## config.mk

```make
export PLATFORM = sky130hd
export DESIGN_NAME = integer_to_decimal_ascii_core_flat
export DESIGN_NICKNAME = d
export VERILOG_FILES = /design/src/sv/itoa_pkg.sv /design/src/sv/itoa_in_if.sv /design/src/sv/itoa_out_if.sv /design/src/sv/itoa_datapath.sv /design/src/sv/itoa_ctrl.sv /design/src/sv/integer_to_decimal_ascii_core.sv /design/src/flat_wrapper.sv
export SDC_FILE = /design/constraint.sdc
export NUM_CORES = 1
export LEC_CHECK = 0
export CAP_MARGIN = 25
export CORE_ASPECT_RATIO = 0.8
export CORE_UTILIZATION = 60
export DETAILED_ROUTE_END_ITERATION = 12
export DONT_BUFFER_PORTS = 1
export PLACE_DENSITY = 0.86
export SLEW_MARGIN = 10
export SYNTH_ARGS = -nofsm -noshare
export SYNTH_HDL_FRONTEND = slang
export SYNTH_SLANG_ARGS = --single-unit
```

## constraint.sdc

```tcl
create_clock -name i_clk -period 3.6 [get_ports i_clk]
set_input_delay 0.36 -clock i_clk [delete_from_list [all_inputs] [get_ports i_clk]]
set_output_delay 0.36 -clock i_clk [all_outputs]
set_load 0.005 [all_outputs]
```

## src/sv/itoa_pkg.sv

```systemverilog
// ----------------------------------------------------------------------------
// itoa_pkg
// Shared types and constants of the integer to decimal ASCII converter.
// ----------------------------------------------------------------------------
package itoa_pkg;

    // Fixed field widths of the channel payloads
    localparam int unsigned VALUE_BITS = 64;
    localparam int unsigned CHAR_BITS  = 6;

    // Character codes, truncated to six bits
    localparam logic [CHAR_BITS-1:0] CHAR_MINUS   = 6'd45;
    // Digit d encodes as 48 + d, that is 2'b11 above the BCD nibble
    localparam logic [1:0]           CHAR_DIGIT_HI = 2'b11;

    // Mode bit codes
    localparam logic MODE_SIGNED   = 1'b0;
    localparam logic MODE_UNSIGNED = 1'b1;

    // Controller states
    typedef enum logic [1:0] {
        ST_IDLE,
        ST_CONVERT,
        ST_STRIP,
        ST_EMIT
    } t_state;

    // Controller to datapath commands
    typedef struct packed {
        logic load;     // capture a new number
        logic convert;  // one shift-add-3 step
        logic strip;    // drop one leading zero digit
        logic emit;     // push one character to the output register
    } t_ctrl_cmd;

    // Datapath to controller status
    typedef struct packed {
        logic conv_last;   // the current convert step consumes the final bit
        logic strip_more;  // a leading zero digit is still present
        logic out_free;    // output register can take a character this cycle
        logic emit_last;   // the character being emitted ends the number
    } t_ctrl_sts;

endpackage

```

## src/sv/itoa_in_if.sv

```systemverilog
// ----------------------------------------------------------------------------
// itoa_in_if
// Input stream: one integer pattern and its mode bit per transaction.
// ----------------------------------------------------------------------------
interface itoa_in_if;
    logic                                valid;
    logic                                ready;
    logic [itoa_pkg::VALUE_BITS-1:0]     value_bits;
    logic                                opcode;

    modport source (output valid, output value_bits, output opcode, input ready);
    modport sink   (input valid, input value_bits, input opcode, output ready);
endinterface

```

## src/sv/itoa_out_if.sv

```systemverilog
// ----------------------------------------------------------------------------
// itoa_out_if
// Output stream: one ASCII character per transaction, last marks the end.
// ----------------------------------------------------------------------------
interface itoa_out_if;
    logic                                valid;
    logic                                ready;
    logic [itoa_pkg::CHAR_BITS-1:0]      character;
    logic                                last;

    modport source (output valid, output character, output last, input ready);
    modport sink   (input valid, input character, input last, output ready);
endinterface

```

## src/sv/itoa_datapath.sv

```systemverilog
// ----------------------------------------------------------------------------
// itoa_datapath
// Magnitude register, double-dabble BCD converter, digit strip and output
// character register.
// ----------------------------------------------------------------------------
module itoa_datapath #(
    parameter int unsigned VALUE_WIDTH = 64,
    parameter int unsigned MAX_CHARS   = 20
) (
    input  logic                              i_clk,
    input  logic                              i_rst_n,
    input  itoa_pkg::t_ctrl_cmd               i_cmd,
    output itoa_pkg::t_ctrl_sts               o_sts,
    input  logic [itoa_pkg::VALUE_BITS-1:0]   i_value_bits,
    input  logic                              i_opcode,
    output logic                              o_out_valid,
    input  logic                              i_out_ready,
    output logic [itoa_pkg::CHAR_BITS-1:0]    o_character,
    output logic                              o_last
);
    import itoa_pkg::*;

    // Decimal digits of 2**VALUE_WIDTH - 1: floor(W * log10(2)) + 1
    localparam int unsigned NUM_DIGITS = (VALUE_WIDTH * 30103) / 100000 + 1;
    localparam int unsigned BCD_W      = NUM_DIGITS * 4;
    localparam int unsigned BIT_CNT_W  = $clog2(VALUE_WIDTH);
    localparam int unsigned DIG_CNT_W  = $clog2(NUM_DIGITS + 1);
    localparam int unsigned CHR_CNT_W  = $clog2(MAX_CHARS);

    logic [VALUE_WIDTH-1:0] r_bin,      n_bin;
    logic [BCD_W-1:0]       r_bcd,      n_bcd;
    logic                   r_neg,      n_neg;
    logic [BIT_CNT_W-1:0]   r_bit_cnt,  n_bit_cnt;
    logic [DIG_CNT_W-1:0]   r_dig_left, n_dig_left;
    logic [CHR_CNT_W-1:0]   r_chr_cnt,  n_chr_cnt;
    logic                   r_out_valid, n_out_valid;
    logic [CHAR_BITS-1:0]   r_char,     n_char;
    logic                   r_last,     n_last;

    logic [VALUE_WIDTH-1:0] in_pattern;
    logic                   in_negative;
    logic [BCD_W-1:0]       bcd_adj;
    logic [3:0]             top_digit;
    logic                   emit_last;

    // Input magnitude: unsigned two's complement negation covers the most
    // negative value
    assign in_pattern  = i_value_bits[VALUE_WIDTH-1:0];
    assign in_negative = (i_opcode == MODE_SIGNED) && in_pattern[VALUE_WIDTH-1];

    // Add 3 to each digit of 5 or more before the shift
    always_comb begin
        for (int d = 0; d < NUM_DIGITS; d++) begin
            if (r_bcd[d*4 +: 4] >= 4'd5) begin
                bcd_adj[d*4 +: 4] = r_bcd[d*4 +: 4] + 4'd3;
            end else begin
                bcd_adj[d*4 +: 4] = r_bcd[d*4 +: 4];
            end
        end
    end

    assign top_digit = r_bcd[BCD_W-1 -: 4];

    // Final character: last digit, or the character limit reached
    assign emit_last = (!r_neg && (r_dig_left == DIG_CNT_W'(1)))
                    || (r_chr_cnt == CHR_CNT_W'(MAX_CHARS - 1));

    // Status toward the controller
    always_comb begin
        o_sts.conv_last  = (r_bit_cnt == BIT_CNT_W'(VALUE_WIDTH - 1));
        o_sts.strip_more = (top_digit == 4'd0) && (r_dig_left > DIG_CNT_W'(1));
        o_sts.out_free   = !r_out_valid || i_out_ready;
        o_sts.emit_last  = emit_last;
    end

    // Next values of the working registers
    always_comb begin
        n_bin       = r_bin;
        n_bcd       = r_bcd;
        n_neg       = r_neg;
        n_bit_cnt   = r_bit_cnt;
        n_dig_left  = r_dig_left;
        n_chr_cnt   = r_chr_cnt;
        n_char      = r_char;
        n_last      = r_last;
        n_out_valid = r_out_valid && !i_out_ready;

        if (i_cmd.load) begin
            n_bin      = in_negative ? (~in_pattern + VALUE_WIDTH'(1)) : in_pattern;
            n_neg      = in_negative;
            n_bcd      = '0;
            n_bit_cnt  = '0;
            n_dig_left = DIG_CNT_W'(NUM_DIGITS);
            n_chr_cnt  = '0;
        end

        if (i_cmd.convert) begin
            n_bcd     = {bcd_adj[BCD_W-2:0], r_bin[VALUE_WIDTH-1]};
            n_bin     = {r_bin[VALUE_WIDTH-2:0], 1'b0};
            n_bit_cnt = r_bit_cnt + BIT_CNT_W'(1);
        end

        if (i_cmd.strip) begin
            n_bcd      = {r_bcd[BCD_W-5:0], 4'd0};
            n_dig_left = r_dig_left - DIG_CNT_W'(1);
        end

        // Sign first, then digits from the top of the BCD word
        if (i_cmd.emit) begin
            n_out_valid = 1'b1;
            n_last      = emit_last;
            n_chr_cnt   = r_chr_cnt + CHR_CNT_W'(1);
            if (r_neg) begin
                n_char = CHAR_MINUS;
                n_neg  = 1'b0;
            end else begin
                n_char     = {CHAR_DIGIT_HI, top_digit};
                n_bcd      = {r_bcd[BCD_W-5:0], 4'd0};
                n_dig_left = r_dig_left - DIG_CNT_W'(1);
            end
        end
    end

    // Control state
    always_ff @(posedge i_clk) begin
        if (!i_rst_n) begin
            r_out_valid <= 1'b0;
        end else begin
            r_out_valid <= n_out_valid;
        end
    end

    // Payload and working registers
    always_ff @(posedge i_clk) begin
        r_bin      <= n_bin;
        r_bcd      <= n_bcd;
        r_neg      <= n_neg;
        r_bit_cnt  <= n_bit_cnt;
        r_dig_left <= n_dig_left;
        r_chr_cnt  <= n_chr_cnt;
        r_char     <= n_char;
        r_last     <= n_last;
    end

    assign o_out_valid = r_out_valid;
    assign o_character = r_char;
    assign o_last      = r_last;

    // Never overwrite a character that has not been taken
    a_emit_slot_free: assert property (@(posedge i_clk) disable iff (!i_rst_n)
        i_cmd.emit |-> (!r_out_valid || i_out_ready))
        else $error("character emitted over a pending one");

    // Every emitted digit is a valid BCD digit
    a_digit_range: assert property (@(posedge i_clk) disable iff (!i_rst_n)
        (i_cmd.emit && !r_neg) |-> (top_digit <= 4'd9))
        else $error("non-decimal digit emitted");

    // A digit is emitted only while digits remain
    a_digits_left: assert property (@(posedge i_clk) disable iff (!i_rst_n)
        (i_cmd.emit && !r_neg) |-> (r_dig_left != '0))
        else $error("digit emitted with none left");

endmodule

```

## src/sv/itoa_ctrl.sv

```systemverilog
// ----------------------------------------------------------------------------
// itoa_ctrl
// Sequencer: load, convert one bit per cycle, strip leading zeros, emit.
// ----------------------------------------------------------------------------
module itoa_ctrl (
    input  logic                 i_clk,
    input  logic                 i_rst_n,
    input  logic                 i_in_valid,
    output logic                 o_in_ready,
    input  itoa_pkg::t_ctrl_sts  i_sts,
    output itoa_pkg::t_ctrl_cmd  o_cmd
);
    import itoa_pkg::*;

    t_state r_state, n_state;

    // Next state
    always_comb begin
        n_state = r_state;
        unique case (r_state)
            ST_IDLE: begin
                if (i_in_valid) begin
                    n_state = ST_CONVERT;
                end
            end
            ST_CONVERT: begin
                if (i_sts.conv_last) begin
                    n_state = ST_STRIP;
                end
            end
            ST_STRIP: begin
                if (!i_sts.strip_more) begin
                    n_state = ST_EMIT;
                end
            end
            ST_EMIT: begin
                if (i_sts.out_free && i_sts.emit_last) begin
                    n_state = ST_IDLE;
                end
            end
            default: n_state = ST_IDLE;
        endcase
    end

    // Outputs
    always_comb begin
        o_in_ready    = 1'b0;
        o_cmd         = '0;
        unique case (r_state)
            ST_IDLE: begin
                o_in_ready = 1'b1;
                o_cmd.load = i_in_valid;
            end
            ST_CONVERT: begin
                o_cmd.convert = 1'b1;
            end
            ST_STRIP: begin
                o_cmd.strip = i_sts.strip_more;
            end
            ST_EMIT: begin
                o_cmd.emit = i_sts.out_free;
            end
            default: o_in_ready = 1'b0;
        endcase
    end

    // State register
    always_ff @(posedge i_clk) begin
        if (!i_rst_n) begin
            r_state <= ST_IDLE;
        end else begin
            r_state <= n_state;
        end
    end

    // A load always starts a conversion
    a_load_to_convert: assert property (@(posedge i_clk) disable iff (!i_rst_n)
        o_cmd.load |=> (r_state == ST_CONVERT))
        else $error("load did not start conversion");

    // Input is taken only when no number is in flight
    a_ready_idle: assert property (@(posedge i_clk) disable iff (!i_rst_n)
        (o_cmd.convert || o_cmd.strip || o_cmd.emit) |-> !o_in_ready)
        else $error("input ready while busy");

    // Only one datapath command per cycle
    a_one_cmd: assert property (@(posedge i_clk) disable iff (!i_rst_n)
        $onehot0(o_cmd))
        else $error("overlapping datapath commands");

endmodule

```

## src/sv/integer_to_decimal_ascii_core.sv

```systemverilog
// ----------------------------------------------------------------------------
// integer_to_decimal_ascii_core
// Prints one integer, signed or unsigned, as decimal ASCII characters.
// ----------------------------------------------------------------------------
//  Channel  | Dir | Payload                     | Transaction
//  i_in     | in  | value_bits[63:0], opcode    | one integer and its mode
//  o_out    | out | character[5:0], last        | one ASCII character
//
//  A number passes through a load, VALUE_WIDTH shift-add-3 conversion steps,
//  one strip step per leading zero digit dropped, and one emit step per
//  character.
//  Reset clears the sequencer and the output valid; no clearing pass.
//  A stalled output holds the emit loop; the next number is accepted while
//  the final character still waits in the output register.
// ----------------------------------------------------------------------------
module integer_to_decimal_ascii_core #(
    parameter int unsigned VALUE_WIDTH = 64,
    parameter int unsigned MAX_CHARS   = 20
) (
    input  logic   i_clk,
    input  logic   i_rst_n,
    itoa_in_if.sink    i_in,
    itoa_out_if.source o_out
);
    import itoa_pkg::*;

    t_ctrl_cmd cmd;
    t_ctrl_sts sts;

    // Sequencer
    itoa_ctrl u_ctrl (
        .i_clk      (i_clk),
        .i_rst_n    (i_rst_n),
        .i_in_valid (i_in.valid),
        .o_in_ready (i_in.ready),
        .i_sts      (sts),
        .o_cmd      (cmd)
    );

    // Conversion datapath and output register
    itoa_datapath #(
        .VALUE_WIDTH (VALUE_WIDTH),
        .MAX_CHARS   (MAX_CHARS)
    ) u_datapath (
        .i_clk        (i_clk),
        .i_rst_n      (i_rst_n),
        .i_cmd        (cmd),
        .o_sts        (sts),
        .i_value_bits (i_in.value_bits),
        .i_opcode     (i_in.opcode),
        .o_out_valid  (o_out.valid),
        .i_out_ready  (o_out.ready),
        .o_character  (o_out.character),
        .o_last       (o_out.last)
    );

endmodule
```

## src/flat_wrapper.sv

```systemverilog
// flat-port wrapper written by rule: the top's interface ports become plain ports
module integer_to_decimal_ascii_core_flat import itoa_pkg::*;
#(
    parameter int unsigned VALUE_WIDTH = 64,
    parameter int unsigned MAX_CHARS   = 20
)
  (i_clk, i_rst_n, i_in_valid, i_in_value_bits, i_in_opcode, i_in_ready, o_out_valid, o_out_character, o_out_last, o_out_ready);
  itoa_in_if i_in_i ();
  itoa_out_if o_out_i ();
  input  logic i_clk;
  input  logic i_rst_n;
  input wire logic [$bits(i_in_i.valid)-1:0] i_in_valid;
  input wire logic [$bits(i_in_i.value_bits)-1:0] i_in_value_bits;
  input wire logic [$bits(i_in_i.opcode)-1:0] i_in_opcode;
  output wire logic [$bits(i_in_i.ready)-1:0] i_in_ready;
  output wire logic [$bits(o_out_i.valid)-1:0] o_out_valid;
  output wire logic [$bits(o_out_i.character)-1:0] o_out_character;
  output wire logic [$bits(o_out_i.last)-1:0] o_out_last;
  input wire logic [$bits(o_out_i.ready)-1:0] o_out_ready;
  assign i_in_i.valid = i_in_valid;
  assign i_in_i.value_bits = i_in_value_bits;
  assign i_in_i.opcode = i_in_opcode;
  assign i_in_ready = i_in_i.ready;
  assign o_out_valid = o_out_i.valid;
  assign o_out_character = o_out_i.character;
  assign o_out_last = o_out_i.last;
  assign o_out_i.ready = o_out_ready;
  integer_to_decimal_ascii_core #(.VALUE_WIDTH(VALUE_WIDTH), .MAX_CHARS(MAX_CHARS)) u_core (.i_clk(i_clk), .i_rst_n(i_rst_n), .i_in(i_in_i), .o_out(o_out_i));
endmodule
```

### After elaboration in Yosys (flattened, before gate mapping)

Cells that the tools add are included.

* input bits: 69
* output and inout bits: 9
* register bits after elaboration: 171
* word-level logic and storage cells: 135

* equality and inequality tests: 10
* bitwise logic cells: 2
* mux-type cells: 51
* reduce and logical (&&, ||, !) cells: 15
* magnitude comparators: 21
* $add $sub $neg: 24

Operators by type and width (count)
* two-way mux 80 bit: 5
* two-way mux 64 bit: 3
* greater-or-equal comparator 4 x 3 -> 1 bit, second input constant: 20
* adder 4 x 2 -> 4 bit, second input constant: 19
* two-way mux 4 bit: 19
* adder 64 x 1 -> 64 bit, second input constant: 1
* inverter 64 bit: 1
* two-way mux 5 bit: 7
* two-way mux 6 bit: 2
* two-way mux 1 bit: 9
* two-way mux 2 bit: 4
* case mux 2 bit (4 select lines): 1
* adder 6 x 1 -> 6 bit, second input constant: 1
* == test 6 bit, second input constant: 1
* != test 2 bit, second input constant: 3
* adder 5 x 1 -> 5 bit, second input constant: 1
* == test 5 x 1 -> 1 bit, second input constant: 1
* == test 5 bit, second input constant: 1
* > comparator 5 x 1 -> 1 bit, second input constant: 1
* logical AND 1 bit: 5
* subtractor 5 x 1 -> 5 bit, second input constant: 1
* == test 2 bit, second input constant: 2
* logical NOT 4 bit: 1
* AND reduction 4 bit: 1
* 9 further kinds: 13

### Depth between registers and ports, before layout

* depth after elaboration: 7
* gate-level depth with buffers: 10
* gate-level depth less buffers: 8

### Hierarchy

From an unflattened synthesis, not the netlist that was laid out.

* cells, all modules: 1224
* area, all modules: 10344.9 um^2

By module, submodules not included
* itoa_datapath: cells an instance 1201, seq. area each 4164.0 um^2, area each 10132.2 um^2, times used 1
* itoa_ctrl: cells an instance 23, seq. area each 40.0 um^2, area each 212.7 um^2, times used 1

### Worst setup path after synthesis

No wires, ideal clock.

* path kind: register -> register
* from: reg u_core.u_ctrl.r_state[0]
* to: reg u_core.u_datapath.r_bin[10], enable pin
* period minus slack after synthesis: 3045 ps
* path buffers: 2
* data arrival time: 2622 ps
* cell stages (with the launch flop): 8
* slack: 555 ps
* cell sequence: dfxtp_1 -> inv_1 -> ha_1 -> and2_1 -> clkbuf_1 -> nor2_1 -> clkbuf_1 -> inv_1

* word-level cells in the longest chain between the ends: 3
* elaborated cells between the ends (all ways): 5
* classes of those cells: eq/ne: 1; mux: 2; reduce/logical: 2

Ends and longest elaborated chain
* start, declared: RTL line itoa_ctrl.sv:15 `t_state r_state, n_state;`
* start signal, assigned: RTL line itoa_ctrl.sv:72 `r_state <= n_state;`
* == test 2 x 1 -> 1 bit / logical NOT 2 bit (equally long branches): RTL line itoa_ctrl.sv:49 `unique case (r_state)`
* two-way mux 1 bit: RTL line itoa_ctrl.sv:49
* nonzero test 2 bit (no source line) (*)
* end signal, assigned: RTL line itoa_datapath.sv:135 `r_bin <= n_bin;`
* end, declared: RTL line itoa_datapath.sv:30 `logic [VALUE_WIDTH-1:0] r_bin, n_bin;`

Mark *: on every way between the ends. The rest lies on a longest branch, timed or not.
A chain may end at the register's enable or synchronous reset.

### Final worst setup path

* from: reg u_core.u_ctrl.r_state[1]
* to: reg u_core.u_datapath.r_bin[63] (data pin)

* word-level cells in the longest chain between the ends: 3

Ends and longest elaborated chain
* == test 2 x 1 -> 1 bit: RTL line itoa_ctrl.sv:49
* two-way mux 1 bit: RTL line itoa_ctrl.sv:49
* two-way mux 64 bit: RTL line itoa_datapath.sv:97 `if (i_cmd.convert) begin`
* net u_core.u_datapath.n_bin[63]: RTL line itoa_datapath.sv:30

The timed path passes the listed nets, and every way through them passes these cells.

==> metrics.yaml <==
outcome:
  outcome: "complete, no violations"
power:
  p_leak_nw: 4.01
  peakVddDrop_mv: 0.623
  p_per_area_nw_per_um2: 810
clocking:
  post_cts_buffers: 0
  clk_latency_ns: 0.44
  cts_resized: 0
  cts_buffers: 17
  cts_root_buf: "clkbuf_16"
  cts.clk_slew.worst_paths_ns: 0.08
  cts_tree: "built"
  h-tree-depth: 4
  clock_sinks: 170
  clk_path_buf_depth: 2
  hold_buffers: 0
global_routing:
  grt_pass1_wl_um: 40600
  grt_pass1_vias: 8269
  grt-ovfl-total: 0
  grt_usage_pct: 28.0
  antenna_found_initial: 0
  grt_start_max_net_pins: 89
synthesis:
  syn_area_um2: 10500
  async_reset_ff_share_pct: 0
  yosysTopAreaCellShare_pct: 23.0
  synth-edff-count: 80
  yosysWarnings: 0
  ys.flop_type: "dfxtp_1"
  ys_ff_latch: 170
  synth_cells: 1267
  yosys.area.top_type: "edfxtp_1"
  synth.distinct_cells: 57
  syn_avg_cell_area_um2: 8.25
  synth.area.top_cells: "edfxtp_1 (23%), dfxtp_1 (17%), nand2_1 (7.4%), a21oi_1 (6.5%), xnor2_1 (6.1%)"
  yosysSeqAreaShare_pct: 40.2
  syn_nets: 1387
final_layout:
  final_nets: 1353
  drive_gt1_share_pct: 5.70
  area_growth_pct: 7.63
  fill_cells: 1313
  num_antenna_cells: 0
  final_util_pct: 66.9
sta:
  fin_worst_skew_ns: 0.0135
  tightest_slew_ns: 1.08
  fin_crit_sh_pct: 69.8
  grt_setup_unrepaired: "false"
  hold_slack_ns: 0.0456
  slew_viol_final: 0
  tns_ns: 0
  hold_viol_final: 0
  maxSlewHeadroom_pct: 28.2
  setup_viol: 0
  fin_crit_ns: 2.51
  max_freq_mhz: 398
setup_path:
  crit_fanout: 64
  cp.required_ns: 3.75
  startpoint_type: "flip-flop"
  worstSetupPathType: "reg -> reg"
  max_stage_delay_ns: 0.63
  cp_slowest_cell: "buf_4"
  crit_chain: "inv_1 -> ha_4 -> buf_4 -> nor2_1 -> nand4b_1 -> o221ai_1"
  arrival_ns: 2.66
  cp-end-kind: "flip-flop"
floorplanning:
  row_count: 42
  die_h_um: 120
  die_area_um2: 18000
  coreArea_um2: 16800
  start_util_pct: 62.2
  fp.dieW_um: 150
  io_pins: 78
place:
  post-dp-hpwl_um: 15800
  place.gp.congestion: 0.955
  port_buffers: 0
routing:
  antenna_left: 0
  vias: 9018
  dr.pass1.iters: 5
  wire_per_inst_um: 16.9
  wirelength_um: 24700
  drc: 0
  dr.first_iter.drc_count: 1091
  vias_per_cell: 6.15
job:
  drv_cap: 0
worst_hold_path:
  hold_class: "in -> reg"
-- registers in the layout (all words and copies together), names as in the netlist --
signal	count
u_core.u_ctrl.r_state	2
u_core.u_datapath.r_neg	1
u_core.u_datapath.r_bin	64
u_core.u_datapath.r_dig_left	5
u_core.u_datapath.o_character	5
u_core.u_datapath.o_out_valid	1
u_core.u_datapath.r_bit_cnt	6
u_core.u_datapath.o_last	1
u_core.u_datapath.r_bcd	80
u_core.u_datapath.r_chr_cnt	5
-- synthesized netlist by cell type (3+ instances only) --
cell type	number
nand2_1	205
a21oi_1	135
o21ai_0	116
dfxtp_1	90
nor2_1	81
edfxtp_1	80
xnor2_1	73
inv_1	58
clkbuf_1	56
ha_1	51
nand2b_1	43
a31oi_1	38
nor3_1	37
o21ai_1	31
and3_1	23
a211oi_1	20
a221oi_1	19
o31ai_1	19
xor2_1	14
nor4_1	10
nand3_1	8
buf_1	5
nand4_1	5
nor4_2	3
nor4_4	3
or2_2	3
or3_1	3
-- path summary, 6_finish.rpt --
| kind | start | endpoint | slack [ns] | cells after the start |
|---|---|---|---|---|
| setup / recovery | u_core.u_ctrl.r_state[1] | u_core.u_datapath.r_bin[63] | 1.09 | 6 |
| hold / removal | i_rst_n | u_core.u_ctrl.r_state[0] | 0.05 | 2 |
| setup reg to reg | u_core.u_ctrl.r_state[1] | u_core.u_datapath.r_bin[63] | 1.09 | 6 |
| hold reg to reg | u_core.u_datapath.r_bin[0] | u_core.u_datapath.r_bin[0] | 0.51 | 2 |
-- cell families (layout without fill, tap and decap cells) --
| logic type | after synthesis | count (layout) | synth area share [%] |
|---|---|---|---|
| buffers and inverters | 127 | 106 | 4.91 |
| and+or+nand+nor | 440 | 440 | 20.2 |
| muxes | 2 | 2 | 0.191 |
| DFF | 170 | 170 | 40.2 |
| other | 1 | 1 | 0.0359 |
| adders and majority gates | 51 | 51 | 6.10 |
| xor gates and xnor gates | 87 | 87 | 7.29 |
| AOI/OAI and AO/OA | 389 | 389 | 21.1 |
-- cell usage in the layout (no fill, tap or decap), drive strengths merged, types with 23 or more instances in the layout --
cell	synthesis	layout
nand2	205	205
o21ai	147	147
a21oi	135	135
dfxtp	90	90
nor2	82	82
edfxtp	80	80
xnor2	73	73
inv	58	64
ha	51	51
nand2b	43	43
nor3	39	39
a31oi	38	38
and3	23	23
-- report_power, final --
part	internal [W]	leakage (nW)	switching, W
logic	0.00132	2.19	0.00234
clock network	0.000936	0.283	0.000900
registers	0.00305	1.54	0.000581
total	0.00530	4.01	0.00382
-- critical path, delay by kind of cell, from the launching register on --
family | cells | cell delay [ns]
buffers and inverters | 2 | 0.79
AOI/OAI and AO/OA | 1 | 0.14
and+or+nand+nor | 2 | 0.30
adders and majority gates | 1 | 0.62
DFF | 1 | 0.35
-- stage by stage --
stage                     power [W]  instance area (µm²)  setup slack [ns]  std cells
after detailed placement    0.00717                10600             0.966       1431
after global routing        0.00980                11300             0.905       1466
after global placement      0.00700                10600             0.950       1431
after floorplan             0.00630                10500             0.555       1267
final                       0.00912                11300              1.09       1466
after CTS                   0.00905                11200              1.05       1463
-- per-layer routing --
layer  routed length (µm)  track usage (%)  up-vias
li1                     -                -     4420
met5                    0                0        -
met4                  389             8.10        0
met1                10900             38.5     4135
met3                 2060             6.92       55
met2                11400             43.3      408
-- layout make-up --
class	instances	area (µm²)	share of cell area (%)
Timing Repair Buffer	15	178	1.58
Clock inverter	15	180	1.60
Sequential cell	170	4200	37.3
Inverter	59	221	1.97
Multi-Input combinational cell	970	5770	51.3
Tap cell	220	275	2.45
Clock buffer	17	425	3.78
Power figures use the tool's default switching activity.
